## src/rtl/core/drf_pkg.sv

```systemverilog
// Shared types and constants for the dual-reader FIFO.
`default_nettype none

package drf_pkg;

	localparam int unsigned DEPTH_DEF      = 16;
	localparam int unsigned DATA_WIDTH_DEF = 64;
	localparam int unsigned OP_W           = 3;
	localparam int unsigned ST_W           = 3;

	typedef enum logic [OP_W-1:0] {
		OP_INSERT     = 3'd0,
		OP_READ_PROC  = 3'd1,
		OP_READ_STORE = 3'd2,
		OP_REMOVE     = 3'd3,
		OP_CLOSE      = 3'd4
	} op_t;

	typedef enum logic [ST_W-1:0] {
		ST_OK        = 3'd0,
		ST_CLOSED    = 3'd1,
		ST_FULL      = 3'd2,
		ST_NO_DATA   = 3'd3,
		ST_NO_REMOVE = 3'd4
	} status_t;

	typedef struct packed {
		status_t status;
		logic    rd_ok;
		logic    is_empty;
		logic    is_closed;
		logic    can_process;
		logic    can_store;
		logic    can_remove;
	} flags_t;

endpackage

`default_nettype wire

```

## src/rtl/core/drf_mem.sv

```systemverilog
// Entry store: one write port, one read port, registered read data.
`default_nettype none

module drf_mem #(
	parameter int unsigned DEPTH      = drf_pkg::DEPTH_DEF,
	parameter int unsigned DATA_WIDTH = drf_pkg::DATA_WIDTH_DEF
) (
	input  wire logic                     clk,
	input  wire logic                     we,
	input  wire logic [$clog2(DEPTH)-1:0] waddr,
	input  wire logic [DATA_WIDTH-1:0]    wdata,
	input  wire logic                     re,
	input  wire logic [$clog2(DEPTH)-1:0] raddr,
	output logic      [DATA_WIDTH-1:0]    rdata
);

	logic [DATA_WIDTH-1:0] mem [DEPTH];

	always_ff @(posedge clk) begin
		if (we) begin
			mem[waddr] <= wdata;
		end
	end

	always_ff @(posedge clk) begin
		if (re) begin
			rdata <= mem[raddr];
		end
	end

endmodule

`default_nettype wire

```

## src/rtl/core/drf_ctrl.sv

```systemverilog
// Pointer control: writer, two readers, oldest entry, closed flag and status.
`default_nettype none

module drf_ctrl #(
	parameter int unsigned DEPTH      = drf_pkg::DEPTH_DEF,
	parameter int unsigned DATA_WIDTH = drf_pkg::DATA_WIDTH_DEF,
	localparam int unsigned AW        = $clog2(DEPTH),
	localparam int unsigned PW        = $clog2(2 * DEPTH),
	localparam int unsigned OCC_W     = $clog2(DEPTH + 1)
) (
	input  wire logic                       clk,
	input  wire logic                       arst_n,
	input  wire logic                       fire,
	input  wire logic [drf_pkg::OP_W-1:0]   operation,
	input  wire logic [DATA_WIDTH-1:0]      payload,
	output logic                            mem_we,
	output logic      [AW-1:0]              mem_waddr,
	output logic      [DATA_WIDTH-1:0]      mem_wdata,
	output logic                            mem_re,
	output logic      [AW-1:0]              mem_raddr,
	output drf_pkg::flags_t                 flags,
	output logic      [OCC_W-1:0]           occupancy
);

	logic [PW-1:0] wr_q, old_q, proc_q, store_q;
	logic [PW-1:0] wr_n, old_n, proc_n, store_n;
	logic          closed_q, closed_n;
	logic [PW-1:0] occ_cur, occ_nxt;
	logic          removable;
	drf_pkg::status_t status;
	logic          rd_ok;

	function automatic logic [PW-1:0] ptr_next(input logic [PW-1:0] p);
		return (p == PW'(2 * DEPTH - 1)) ? '0 : p + 1'b1;
	endfunction

	function automatic logic [PW-1:0] ptr_dist(input logic [PW-1:0] a, input logic [PW-1:0] b);
		logic [PW:0] d;
		d = {1'b0, a} - {1'b0, b};
		if (d[PW]) begin
			d = d + (PW + 1)'(2 * DEPTH);
		end
		return d[PW-1:0];
	endfunction

	function automatic logic [AW-1:0] slot(input logic [PW-1:0] p);
		logic [PW-1:0] s;
		s = (p >= PW'(DEPTH)) ? p - PW'(DEPTH) : p;
		return s[AW-1:0];
	endfunction

	assign occ_cur   = ptr_dist(wr_q, old_q);
	assign removable = (occ_cur != '0) && (proc_q != old_q) && (store_q != old_q);

	always_comb begin
		wr_n      = wr_q;
		old_n     = old_q;
		proc_n    = proc_q;
		store_n   = store_q;
		closed_n  = closed_q;
		status    = drf_pkg::ST_OK;
		rd_ok     = 1'b0;
		mem_we    = 1'b0;
		mem_re    = 1'b0;
		mem_raddr = slot(proc_q);
		case (operation)
			drf_pkg::OP_INSERT: begin
				if (closed_q) begin
					status = drf_pkg::ST_CLOSED;
				end else if (occ_cur >= PW'(DEPTH)) begin
					status = drf_pkg::ST_FULL;
				end else begin
					mem_we = fire;
					wr_n   = ptr_next(wr_q);
				end
			end
			drf_pkg::OP_READ_PROC: begin
				if (proc_q == wr_q) begin
					status = drf_pkg::ST_NO_DATA;
				end else begin
					rd_ok  = 1'b1;
					mem_re = fire;
					proc_n = ptr_next(proc_q);
				end
			end
			drf_pkg::OP_READ_STORE: begin
				mem_raddr = slot(store_q);
				if (store_q == wr_q) begin
					status = drf_pkg::ST_NO_DATA;
				end else begin
					rd_ok   = 1'b1;
					mem_re  = fire;
					store_n = ptr_next(store_q);
				end
			end
			drf_pkg::OP_REMOVE: begin
				if (!removable) begin
					status = drf_pkg::ST_NO_REMOVE;
				end else begin
					old_n = ptr_next(old_q);
				end
			end
			drf_pkg::OP_CLOSE: begin
				closed_n = 1'b1;
			end
			default: begin
			end
		endcase
	end

	assign mem_waddr = slot(wr_q);
	assign mem_wdata = payload;

	assign occ_nxt             = ptr_dist(wr_n, old_n);
	assign occupancy           = occ_nxt[OCC_W-1:0];
	assign flags.status        = status;
	assign flags.rd_ok         = rd_ok;
	assign flags.is_empty      = (occ_nxt == '0);
	assign flags.is_closed     = closed_n;
	assign flags.can_process   = (proc_n != wr_n);
	assign flags.can_store     = (store_n != wr_n);
	assign flags.can_remove    = (occ_nxt != '0) && (proc_n != old_n) && (store_n != old_n);

	always_ff @(posedge clk or negedge arst_n) begin
		if (!arst_n) begin
			wr_q     <= '0;
			old_q    <= '0;
			proc_q   <= '0;
			store_q  <= '0;
			closed_q <= 1'b0;
		end else if (fire) begin
			wr_q     <= wr_n;
			old_q    <= old_n;
			proc_q   <= proc_n;
			store_q  <= store_n;
			closed_q <= closed_n;
		end
	end

endmodule

`default_nettype wire

```

## src/rtl/core/dual_reader_fifo_top.sv

```systemverilog
// Top level of the dual-reader FIFO: stream ports, read stage and output register.
//
//   channel | dir | tdata fields (low bit up)                          | tuser
//   s_*     | in  | payload                                            | operation
//   m_*     | out | read_data, is_empty, is_closed, can_process,       | status
//           |     | can_store, can_remove, occupancy                   |
//
// One item per cycle while the output is taken; each result passes, after its item
// is accepted, through the read stage (the entry store read) and then the output
// register. Pointers and the closed flag change at the accepting edge.
// Reset clears all pointers and the closed flag; the entry store is not cleared.
// A stalled output holds the read stage, which then holds the input.
`default_nettype none

module dual_reader_fifo_top #(
	parameter int unsigned DEPTH      = drf_pkg::DEPTH_DEF,
	parameter int unsigned DATA_WIDTH = drf_pkg::DATA_WIDTH_DEF,
	localparam int unsigned OCC_W     = $clog2(DEPTH + 1),
	localparam int unsigned AW        = $clog2(DEPTH),
	localparam int unsigned IN_TW     = ((DATA_WIDTH + 7) / 8) * 8,
	localparam int unsigned OUT_W     = DATA_WIDTH + 5 + OCC_W,
	localparam int unsigned OUT_TW    = ((OUT_W + 7) / 8) * 8
) (
	input  wire logic                       clk,
	input  wire logic                       arst_n,
	input  wire logic                       s_tvalid,
	output logic                            s_tready,
	input  wire logic [IN_TW-1:0]           s_tdata,   // payload
	input  wire logic [drf_pkg::OP_W-1:0]   s_tuser,   // operation
	output logic                            m_tvalid,
	input  wire logic                       m_tready,
	output logic      [OUT_TW-1:0]          m_tdata,   // read_data, is_empty, is_closed,
	                                                   // can_process, can_store,
	                                                   // can_remove, occupancy
	output logic      [drf_pkg::ST_W-1:0]   m_tuser    // status
);

	logic                  fire;
	logic                  mem_we, mem_re;
	logic [AW-1:0]         mem_waddr, mem_raddr;
	logic [DATA_WIDTH-1:0] mem_wdata, mem_rdata;
	drf_pkg::flags_t       flags;
	logic [OCC_W-1:0]      occupancy;

	logic                  valid_s1;
	drf_pkg::flags_t       flags_s1;
	logic [OCC_W-1:0]      occ_s1;
	logic                  adv_s1;
	logic [DATA_WIDTH-1:0] read_data;

	logic                  m_valid_q;
	logic [OUT_TW-1:0]     m_data_q;
	logic [drf_pkg::ST_W-1:0] m_user_q;

	assign adv_s1   = valid_s1 && (!m_valid_q || m_tready);
	assign s_tready = !valid_s1 || adv_s1;
	assign fire     = s_tvalid && s_tready;

	drf_ctrl #(
		.DEPTH      (DEPTH),
		.DATA_WIDTH (DATA_WIDTH)
	) u_ctrl (
		.clk        (clk),
		.arst_n     (arst_n),
		.fire       (fire),
		.operation  (s_tuser),
		.payload    (s_tdata[DATA_WIDTH-1:0]),
		.mem_we     (mem_we),
		.mem_waddr  (mem_waddr),
		.mem_wdata  (mem_wdata),
		.mem_re     (mem_re),
		.mem_raddr  (mem_raddr),
		.flags      (flags),
		.occupancy  (occupancy)
	);

	drf_mem #(
		.DEPTH      (DEPTH),
		.DATA_WIDTH (DATA_WIDTH)
	) u_mem (
		.clk   (clk),
		.we    (mem_we),
		.waddr (mem_waddr),
		.wdata (mem_wdata),
		.re    (mem_re),
		.raddr (mem_raddr),
		.rdata (mem_rdata)
	);

	always_ff @(posedge clk or negedge arst_n) begin
		if (!arst_n) begin
			valid_s1 <= 1'b0;
		end else if (fire) begin
			valid_s1 <= 1'b1;
		end else if (adv_s1) begin
			valid_s1 <= 1'b0;
		end
	end

	always_ff @(posedge clk) begin
		if (fire) begin
			flags_s1 <= flags;
			occ_s1   <= occupancy;
		end
	end

	assign read_data = flags_s1.rd_ok ? mem_rdata : '0;

	always_ff @(posedge clk or negedge arst_n) begin
		if (!arst_n) begin
			m_valid_q <= 1'b0;
		end else if (adv_s1) begin
			m_valid_q <= 1'b1;
		end else if (m_tready) begin
			m_valid_q <= 1'b0;
		end
	end

	always_ff @(posedge clk) begin
		if (adv_s1) begin
			m_data_q <= OUT_TW'({occ_s1, flags_s1.can_remove, flags_s1.can_store,
				flags_s1.can_process, flags_s1.is_closed, flags_s1.is_empty, read_data});
			m_user_q <= flags_s1.status;
		end
	end

	assign m_tvalid = m_valid_q;
	assign m_tdata  = m_data_q;
	assign m_tuser  = m_user_q;

endmodule

`default_nettype wire
```

## config.mk

```make
export PLATFORM = sky130hd
export DESIGN_NAME = dual_reader_fifo_top
export DESIGN_NICKNAME = d
export VERILOG_FILES = /design/src/rtl/core/drf_pkg.sv /design/src/rtl/core/drf_mem.sv /design/src/rtl/core/drf_ctrl.sv /design/src/rtl/core/dual_reader_fifo_top.sv
export SDC_FILE = /design/constraint.sdc
export NUM_CORES = 1
export LEC_CHECK = 0
export ABC_AREA = 0
export BUFFER_PORTS_ARGS = -buffer_cell sky130_fd_sc_hd__buf_2
export CORE_ASPECT_RATIO = 1.1
export CORE_MARGIN = 2
export CORE_UTILIZATION = 47
export DETAILED_ROUTE_END_ITERATION = 8
export GPL_TIMING_DRIVEN = 0
export PLACE_DENSITY_LB_ADDON = 0.2
export RECOVER_POWER = 25
export SETUP_SLACK_MARGIN = 0.2
export SLEW_MARGIN = 30
export SYNTH_ARGS = -nofsm -noshare
export SYNTH_HDL_FRONTEND = slang
export SYNTH_SLANG_ARGS = --single-unit
```

## constraint.sdc

```tcl
create_clock -name clk -period 10 [get_ports clk]
set_clock_uncertainty 0.05 [all_clocks]
set_input_delay 0 -clock clk [delete_from_list [all_inputs] [get_ports clk]]
set_output_delay 0 -clock clk [all_outputs]
set_load 0.02 [all_outputs]
```

==> metrics.yaml <==
status:
  status: "completed"
synthesis:
  synthCells: 2265
  synth_edf_count: 1179
  syn_area_um2: 46400
  yosys.area.top_type: "edfxtp_1"
  syn_area_per_cell_um2: 20.5
  ys_seq_elements: 1202
  synth_cell_types: 51
  yosys.area.top_type_share_pct: 76.3
  ys_async_sr_fraction_pct: 1.91
  ys.flop_type: "edfxtp_1"
  yosysSeqAreaShare_pct: 77.6
  yosys_warnings: 0
  synth_area_leaders: "edfxtp_1 (76%), mux4_2 (12%), and2_1 (1.7%), nand2_1 (1.4%), dfrtp_1 (1.2%)"
die:
  rows: 120
  die_w_um: 304
  coreArea_um2: 97600
  die-area_um2: 101000
  floorplan.initialDensity_pct: 47.5
  die-height_um: 333
  io_pins: 156
drt:
  ant_nets: 0
  dr.pass1.iters: 5
  totalWireLength_um: 109000
  drt_iter0_markers: 2335
  wire_per_inst_um: 26.6
  via_per_inst: 5.71
  vias: 23400
  drc: 0
critical_path:
  arrival_ns: 5.18
  slowest_stage: "a2bb2oi_1"
  crit_chain: "buf_2 -> inv_1 -> ha_1 -> inv_1 -> fa_1 -> xor2_1 -> nor3b_1 -> o221ai_2 -> nand3_1 -> a2bb2oi_1 -> ha_1 -> a21o_1 -> a21oi_1 -> xnor2_1 -> xnor2_1 -> nor4_1 -> nor3_1"
  worst-path-max-fanout: 9
  critical_path.top_delay_family: "compound AO/OA/AOI/OAI gates"
  path_class: "register to register"
  startpoint_type: "register"
  crit_buf_inv: 3
  required_ns: 10.35
  cpPeakStageDelay_ns: 0.66
  cp-end-kind: "register"
final_layout:
  fin_nets: 2805
  most-common-layout-cells: "edfxtp_1 (1179), mux4_2 (256), nand2_1 (175)"
  drive_gt1_share_pct: 25.4
  stdcell_area_um2: 55200
  final_common_cell: "edfxtp_1"
  antennaDiodeCount: 0
  syn2layout_area_growth_pct: 19.0
cts:
  htree_levels: 3
  worstSkewPairLatency_ns: 0.69
  cts_setup_buffers: 0
  numClockSinks: 1202
  cts_tree: "done"
  cts-buffers-inserted: 115
  cts-root-buf: "clkbuf_16"
  cts.clk_slew.worst_paths_ns: 0.06
  clock_path_buffers: 3
sta:
  setup-violations-final: 0
  finalSetupTns_ns: 0
  rsz0062_at_grt: "false"
  setup_ws_ns: 5.17
  holdWs_ns: 0.113
  fin_crit_sh_pct: 48.3
  tightest_slew_ns: 1.08
  fin_crit_ns: 4.83
  slew_violations: 0
  finalHoldViolations: 0
  maxSlewHeadroom_pct: 28.2
  max_freq_mhz: 207
placed_design:
  dp_slack_ns: 5.26
  dp_hpwl_um: 71600
  post_dp_cell_area_um2: 50700
  portBuffers: 147
  place.gp.congestion: 0.828
run:
  cap_viol_max_count: 0
grt:
  antenna_found_initial: 3
  overflow: 0
  grtUsageTotal_pct: 21.7
  grt_pass1_vias: 24400
  grt_pass1_wl_um: 159000
  grt_max_degree: 35
pwr:
  power.density_nw_per_um2: 240
  ir_drop_uv: 163
  power_leakage_uw: 0.0182
hold_path:
  holdCritPathClass: "primary input to register"
metal layers:
layer	global-route usage, %	part of all wire (%)
met5	0	0.040
met4	7.05	2.9
met1	29.2	41
met3	3.81	6.4
met2	36.0	50
stage by stage:
| stage | utilization [%] | std cells | power, uW |
|---|---|---|---|
| floorplan | - | 2270 | 8070 |
| global placement | 49.9 | 3698 | 8990 |
| detailed placement | 52.0 | 3801 | 9060 |
| CTS | 56.6 | 4087 | 13400 |
| global route | 56.5 | 4087 | 13800 |
| finish | 56.5 | 4087 | 13200 |
what timing repair did:
| item | CTS | global route |
|---|---|---|
| resized for setup | 0 | 0 |
| setup endpoints to repair | 0 | 0 |
| hold buffers | 76 | 0 |
| endpoints found under the hold margin | 1058 | 0 |
where the power goes:
group / switching, uW / leakage [uW] / total, uW / internal, uW
combinational: 1780 / 0.00545 / 3130 / 1350
clock: 1820 / 0.00180 / 4290 / 2470
sequential: 62.5 / 0.0110 / 5820 / 5760
total: 3660 / 0.0182 / 13200 / 9580
area by class of cell:
type / count / area, um2
multi-input cells: 923 / 9930
inverters: 14 / 52.6
clock buffers: 142 / 3060
clock inverters: 68 / 651
fillers: 7326 / 42400
repair buffers: 326 / 3330
well taps: 1281 / 1600
flip-flops and latches: 1202 / 36000
plain buffers: 131 / 578
kinds of logic (layout without fill, tap and decap cells):
kind of cell | after synthesis | count (layout) | share of synthesized area [%]
flip-flops | 1202 | 1202 | 77.6
AND/OR/NAND/NOR | 394 | 394 | 4.20
multiplexers | 272 | 272 | 12.8
AO/OA/AOI/OAI | 190 | 190 | 2.74
buffers and inverters | 145 | 681 | 1.34
XOR/XNOR | 40 | 40 | 0.755
adder cells (fa/ha/maj) | 21 | 21 | 0.599
other | 1 | 6 | 0.00808
synth_stat cells, drive strengths merged, types with 3 or more instances:
| master | count |
|---|---|
| a211oi | 64 |
| a21o | 3 |
| a21oi | 11 |
| a31oi | 67 |
| and2 | 129 |
| and3 | 6 |
| buf | 53 |
| clkbuf | 78 |
| dfrtp | 23 |
| edfxtp | 1179 |
| ha | 19 |
| inv | 14 |
| mux2 | 5 |
| mux2i | 11 |
| mux4 | 256 |
| nand2 | 175 |
| nand2b | 8 |
| nand3 | 9 |
| nand4 | 4 |
| nor2 | 32 |
| nor3 | 11 |
| nor4 | 3 |
| o21a | 6 |
| o21ai | 26 |
| or2 | 3 |
| or3 | 4 |
| xnor2 | 21 |
| xor2 | 19 |
sequential cells by signal (all words and copies together) (netlist names):
signal           count
m_tdata             74
flags_s1             9
u_ctrl.store_q       5
u_ctrl.wr_q          5
occ_s1               5
u_ctrl.old_q         5
u_ctrl.closed_q      1
m_tvalid             1
u_mem.rdata         64
u_mem.mem         1024
u_ctrl.proc_q        5
valid_s1             1
m_tuser              3
final timing paths:
| check | from | end | slack [ns] | cells after the start |
|---|---|---|---|---|
| worst min-delay path | m_tready | m_tvalid | 0.11 | 4 |
| min in group asynchronous | arst_n | u_ctrl.old_q[0] | 0.29 | 4 |
| worst max register to register | u_ctrl.wr_q[0] | flags_s1[0] | 5.17 | 17 |
| worst max-delay path | u_ctrl.wr_q[0] | flags_s1[0] | 5.17 | 17 |
| max in group asynchronous | arst_n | u_ctrl.proc_q[3] | 9.44 | 4 |
| worst min register to register | flags_s1[1] | m_tdata[67] | 0.37 | 0 |
worst register-to-register path, delay by kind of cell, from the launching register on:
kind	cells	cell delay [ns]
xor gates and xnor gates	3	0.47
buffers and inverters	3	0.39
AOI/OAI and AO/OA	4	1.28
adders and majority gates	3	0.98
DFF	1	0.41
and+or+nand+nor	4	0.95
Power figures use the tool's default switching activity.
